$ cat config.mk
export PLATFORM = sky130hd
export DESIGN_NAME = bai_front
export DESIGN_NICKNAME = d
export VERILOG_FILES = /design/src/rtl/bai_pkg.sv /design/src/rtl/bai_front.sv
export SDC_FILE = /design/constraint.sdc
export NUM_CORES = 1
export LEC_CHECK = 0
export ABC_AREA = 1
export BUFFER_PORTS_ARGS = -buffer_cell sky130_fd_sc_hd__buf_2
export CAP_MARGIN = 25
export CORE_ASPECT_RATIO = 0.75
export CORE_UTILIZATION = 25
export CTS_CLUSTER_SIZE = 16
export DETAILED_ROUTE_END_ITERATION = 12
export PLACE_DENSITY = 0.49
export SYNTH_ARGS = -nofsm -noshare
export SYNTH_HDL_FRONTEND = slang
export SYNTH_SLANG_ARGS = --single-unit
export TNS_END_PERCENT = 10
$ cat constraint.sdc
create_clock -name clk -period 3.75 [get_ports clk]
set_input_delay 0.375 -clock clk [delete_from_list [all_inputs] [get_ports clk]]
set_output_delay 0.375 -clock clk [all_outputs]
set_load 0.005 [all_outputs]
$ cat src/rtl/bai_pkg.sv
// shared types, codes and defaults of the breakpoint automation interpolator
package bai_pkg;

  localparam int NUM_PARAMS_DEF = 8;
  localparam int POINTS_DEF     = 16;
  localparam int DIV_STEPS      = 16;

  localparam logic [1:0] CMD_INSERT = 2'd0;
  localparam logic [1:0] CMD_QUERY  = 2'd1;
  localparam logic [1:0] CMD_CLEAR  = 2'd2;

  localparam logic [1:0] REG_INTERP_MODES = 2'd0;

  localparam logic [17:0] SMOOTH_K = 18'd196608;

  typedef enum logic [1:0] {
    OP_INSERT = 2'd0,
    OP_QUERY  = 2'd1,
    OP_CLEAR  = 2'd2,
    OP_NOP    = 2'd3
  } op_t;

  typedef struct packed {
    op_t         op;
    logic [2:0]  param;
    logic [31:0] time_stamp;
    logic [31:0] point_value;
    logic        point_active;
  } item_t;

  typedef struct packed {
    logic        flag;
    logic [31:0] value;
    logic [31:0] time_stamp;
  } entry_t;

endpackage

$ cat src/rtl/bai_front.sv
// request intake, command classification and two-entry request queue
module bai_front #(
  parameter int NUM_PARAMS = bai_pkg::NUM_PARAMS_DEF
) (
  input  logic           clk,
  input  logic           rst,
  input  logic           in_valid,
  output logic           in_stall,
  input  logic [1:0]     command,
  input  logic [2:0]     param_index,
  input  logic [31:0]    time_stamp,
  input  logic [31:0]    point_value,
  input  logic           point_active,
  output logic           q_valid,
  output bai_pkg::item_t q_item,
  input  logic           q_pop
);

  bai_pkg::item_t slots [2];
  bai_pkg::item_t item_in;
  logic           wp, rp;
  logic [1:0]     fill;
  logic           push;

  always_comb begin
    item_in.param        = param_index;
    item_in.time_stamp   = time_stamp;
    item_in.point_value  = point_value;
    item_in.point_active = point_active;
    priority if ({1'b0, param_index} >= 4'(NUM_PARAMS)) begin
      item_in.op = bai_pkg::OP_NOP;
    end else if (command == bai_pkg::CMD_INSERT) begin
      item_in.op = bai_pkg::OP_INSERT;
    end else if (command == bai_pkg::CMD_QUERY) begin
      item_in.op = bai_pkg::OP_QUERY;
    end else if (command == bai_pkg::CMD_CLEAR) begin
      item_in.op = bai_pkg::OP_CLEAR;
    end else begin
      item_in.op = bai_pkg::OP_NOP;
    end
  end

  assign in_stall = (fill == 2'd2);
  assign push     = in_valid && !in_stall;
  assign q_valid  = (fill != 2'd0);
  assign q_item   = slots[rp];

  always_ff @(posedge clk) begin
    if (push) begin
      slots[wp] <= item_in;
    end
    if (rst) begin
      wp   <= 1'b0;
      rp   <= 1'b0;
      fill <= 2'd0;
    end else begin
      if (push) wp <= ~wp;
      if (q_pop) rp <= ~rp;
      fill <= fill + 2'(push) - 2'(q_pop);
    end
  end

endmodule

# Word level (Yosys, flattened, before mapping)
# Memory sizes are Yosys's and may differ from the RTL's. A register that Yosys moved wholly into a read port is not among the register bits.
# Index checks and enable logic that the tools add are counted.
dict set report word_totals {
  register_bits 4
  ram_bits 140
  inputBits 74
  output_inout_bits 72
  word_cells 22
  mem_count 1
}
dict set report op_classes {
  addsub 2
  n_eq_ne 3
  muxes 7
  n_bitwise 2
  reduce_logical 4
}
# memory words width rd rd_clocked_by_memory_dff write_ports line
set memory_table {}
lappend memory_table {slots 2 70 1 1 1 bai_front.sv:19} ;# bai_pkg::item_t slots [2];
# op n
set ops {}
lappend ops {{$mux W1} 5}
lappend ops {{$eq A2 B2 Y1 const B} 2}
lappend ops {{$mux W2} 2}
lappend ops {{$add A2 B1 Y2} 1}
lappend ops {{$eq A2 B1 Y1 const B} 1}
lappend ops {{$logic_not A2 Y1} 1}
lappend ops {{$not A1 Y1} 2}
lappend ops {{$reduce_bool A2 Y1} 1}
lappend ops {{$sub A2 B1 Y2} 1}
lappend ops {{$logic_and A1 B1 Y1} 1}
lappend ops {{$logic_not A1 Y1} 1}

# Longest topological paths before layout
dict set report logic_depth {
  ltp_word 5
  mapped_depth 11
  depth_no_buf 11
}

# Least setup slack after synthesis
# OpenSTA, ideal clock, no wires.
dict set report synth_path {
  kind {flip-flop to flip-flop}
  startpoint {register fill[0]}
  endpoint {memory slots[0][0] (netlist bit) (enable)}
  setup_ps 498
  arrival_ps 3458
  required_time_ps 3252
  path_slack_ps -207
  path_stages_with_launch 5
  cell_sequence {dfxtp_1 -> inv_1 -> nand2_1 -> nand2_1 -> nor2_1}
}
dict set report synth_via {
  elab_chain_cells 5
}
# item line
set synth_rtl {}
lappend synth_rtl {{start: declaration} bai_front.sv:22} ;# logic [1:0] fill;
lappend synth_rtl {{start signal: assignment} bai_front.sv:59} ;# fill <= fill + 2'(push) - 2'(q_pop);
lappend synth_rtl {{$eq A2 B2 Y1} bai_front.sv:43} ;# assign in_stall = (fill == 2'd2);
lappend synth_rtl {{$logic_not A1 Y1} bai_front.sv:44} ;# assign push = in_valid && !in_stall;
lappend synth_rtl {{$logic_and A1 B1 Y1} bai_front.sv:44}
lappend synth_rtl {{$mux W1} bai_front.sv:49} ;# if (push) begin
lappend synth_rtl {{$mux W1 (implied by the code)} bai_front.sv:50} ;# slots[wp] <= item_in;
lappend synth_rtl {{end: declaration} bai_front.sv:19}
# Every way passes these cells.

==> flow_summary.ini <==
[status]
outcome = complete, no violations

[worst_setup_path]
rr_worst_depth = 5
crit_slowest_cell = dfxtp_4
critPathMaxFanout = 37
r2r-end = slots[1][49]
rrSetupSlack_ns = 1.65
cp.depth = 3
critPathCapture = q_item[2]
crit_arrival_ns = 2.09
path_class = reg2out
cp.buffers_inverters = 2
crit_family = flip-flops
worstPathRequired_ns = 3.38
start_kind = register
crit_path_cell_trace = buf_12, mux2_4, buf_2
worstSetupEndpointType = primary output
r2r_start = fill[0]
slowest_delay_ns = 0.78

[die]
die_w_um = 176
die_area_um2 = 23200
die_h_um = 132
core-area_um2 = 22100
start_util_pct = 25.5
io_pins = 146
rows = 47

[detailed_routing]
totalWireLength_um = 10600
drc = 0
wl_per_cell_um = 14.8
firstDrtPassIters = 5
vias = 2749
antenna_left = 0
drtIter0Drc = 106
vias_per_cell = 3.83

[synthesis]
ys_ff_latch = 145
async_reset_ff_share_pct = 0
synth_nets = 329
ys_seq_area_share_pct = 76.2
synth_edf_count = 140
postSynthAreaPerCell_um2 = 22.3
synth_cell_type_count = 13
synth.cell_area_um2 = 5650
synth_ff_type = edfxtp_1
synth_most_common_cell = edfxtp_1
yosys-top-cells-count = edfxtp_1 (140), mux2_4 (70), inv_1 (8)
yosysTopAreaCell = edfxtp_1
synthTopCellsByArea = edfxtp_1 (74%), mux2_4 (19%), buf_12 (2.5%)
synth_warnings = 0
synth_top_area_share_pct = 74.5
netlist_instances = 253

[clocking]
clock-root-buffer = clkbuf_16
cts_tree = built
postCtsSetupRepairBufs = 0
clkLatencyLatePin_ns = 0.42
clkSinkCount = 145
numCtsBuffers = 17
cts_max_level = 4
cts-hold-fix-buffers = 0
clk_path_buf_depth = 2
clk_pin_slew_worst_paths_ns = 0.06
cts_resized = 0

[layout]
n_antenna_cell = 0
design_area_um2 = 7250
drive_gt1_share_pct = 59.0
num-nets-final = 487
syn2layout_area_growth_pct = 28.5

[place]
portBuffers = 145
dpl_cell_area_um2 = 6640
gp_congestion = 0.678
dp_hpwl_um = 7030
place_ws_ns = 1.59

[sta]
tightest_slew_ns = 0.680
drv_slew = 0
setup_ws_ns = 1.28
hold_viol = 0
fin_crit_sh_pct = 65.9
rsz0062_at_grt = no
relSlewSlack_pct = 54.7
skew_ns = 0.00562
clock.fmax_ghz = 0.405
finalWorstPathRequiredPeriod_ns = 2.47
setup_tns_ns = 0
setup_violations = 0

[pwr]
switchingPower_w = 0.000938
p_int_w = 0.00332
leakage_nw = 2.86
finalPower_w = 0.00426
seqPwrFrac_pct = 46.8
p_sw_share_pct = 22.0
pwr_density_cell_nw_per_um2 = 587
peakVddDrop_uv = 238
power_frac_clock_pct = 41.6
pwr-share-comb_pct = 11.6

[grt]
grt_pass1_wl_um = 16300
grt_pass1_vias = 2918
grt_max_degree = 40
grt_usage_pct = 9.54
antenna_found_initial = 0
overflow = 0

[flow_run]
drv_cap = 0

[worst_hold_path]
hold_path_class = in2reg
-- cells by family (layout without fill, tap and decap cells) --
family,after synthesis,in the layout,share of synthesized area (%)
flops,145,145,76.2
simple gates,15,15,1.04
compound gates,2,2,0.177
mux,70,70,18.6
xor+xnor,1,1,0.155
fa+ha+maj,2,2,0.443
buf+inv,18,189,3.35
-- cell usage in the layout, fill, tap and decap left out, types with 2 or more instances in the layout --
cell / Yosys / routed
nand2_1: 7 / 7
inv_6: 0 / 2
bufinv_16: 0 / 4
buf_4: 0 / 3
ha_1: 2 / 2
dfxtp_1: 5 / 4
buf_2: 0 / 145
clkinv_2: 0 / 2
mux2_4: 70 / 70
clkbuf_16: 0 / 17
edfxtp_1: 140 / 140
inv_1: 8 / 7
nor2_1: 6 / 5
clkinv_4: 0 / 3
nand3_1: 2 / 2
clkinv_1: 0 / 3
a21oi_1: 2 / 2
-- power groups by stage --
stage / clock (W) / combinational [W] / sequential (W)
2_1_floorplan: 0 / 0.000336 / 0.00200
3_3_place_gp: 0 / 0.000497 / 0.00203
3_5_place_dp: 0 / 0.000504 / 0.00203
4_1_cts: 0.00184 / 0.000507 / 0.00200
5_1_grt: 0.00190 / 0.000540 / 0.00201
6_report: 0.00177 / 0.000494 / 0.00199
-- worst reg2reg max path: stages (launching register included) --
cell and delay, ns:
dfxtp_1 0.33, inv_1 0.05, nand2_1 0.12, nand3_1 0.14, clkinv_2 0.45, buf_4 0.61
-- cell type report --
| type | count | area (µm²) |
|---|---|---|
| fillers | 2195 | 14900 |
| well taps | 294 | 368 |
| repair buffers | 149 | 768 |
| inverters | 8 | 31.3 |
| clock buffers | 18 | 429 |
| flip-flops and latches | 145 | 4310 |
| clock inverters | 14 | 188 |
| multi-input cells | 90 | 1160 |
-- worst min path at each step --
| stage | start | end | slack (ns) | cells past startpoint |
|---|---|---|---|---|
| 2_1_floorplan | rst | fill[0] | 0.45 | 1 |
| 3_3_place_gp | rp | rp | 0.50 | 2 |
| 5_1_grt | point_value[17] | slots[1][18] | 0.11 | 1 |
| 4_1_cts | point_value[23] | slots[0][24] | 0.11 | 1 |
| 3_5_place_dp | rp | rp | 0.51 | 2 |
| 6_report | point_value[23] | slots[0][24] | 0.14 | 1 |
-- registers in the layout (all words and copies together) (netlist names), named ones only --
| signal | flops |
|---|---|
| rp | 1 |
| slots | 140 |
| wp | 1 |
| fill | 2 |
-- through the flow --
step / cells / util (%) / hold slack [ns]
global route: 718 / 32.8 / 0.112
CTS: 718 / 32.8 / 0.115
floorplan: 253 / - / 0.446
global placement: 686 / 30.0 / 0.496
finish: 718 / 32.8 / 0.143
detailed placement: 686 / 30.0 / 0.506
-- metal layers --
metal / track usage, % / routed length (µm)
met5: 0 / 0
met4: 3.77 / 143
met3: 4.58 / 809
met2: 14.1 / 4800
met1: 12.0 / 4890
No activity file was read; power rests on OpenSTA's default activity.
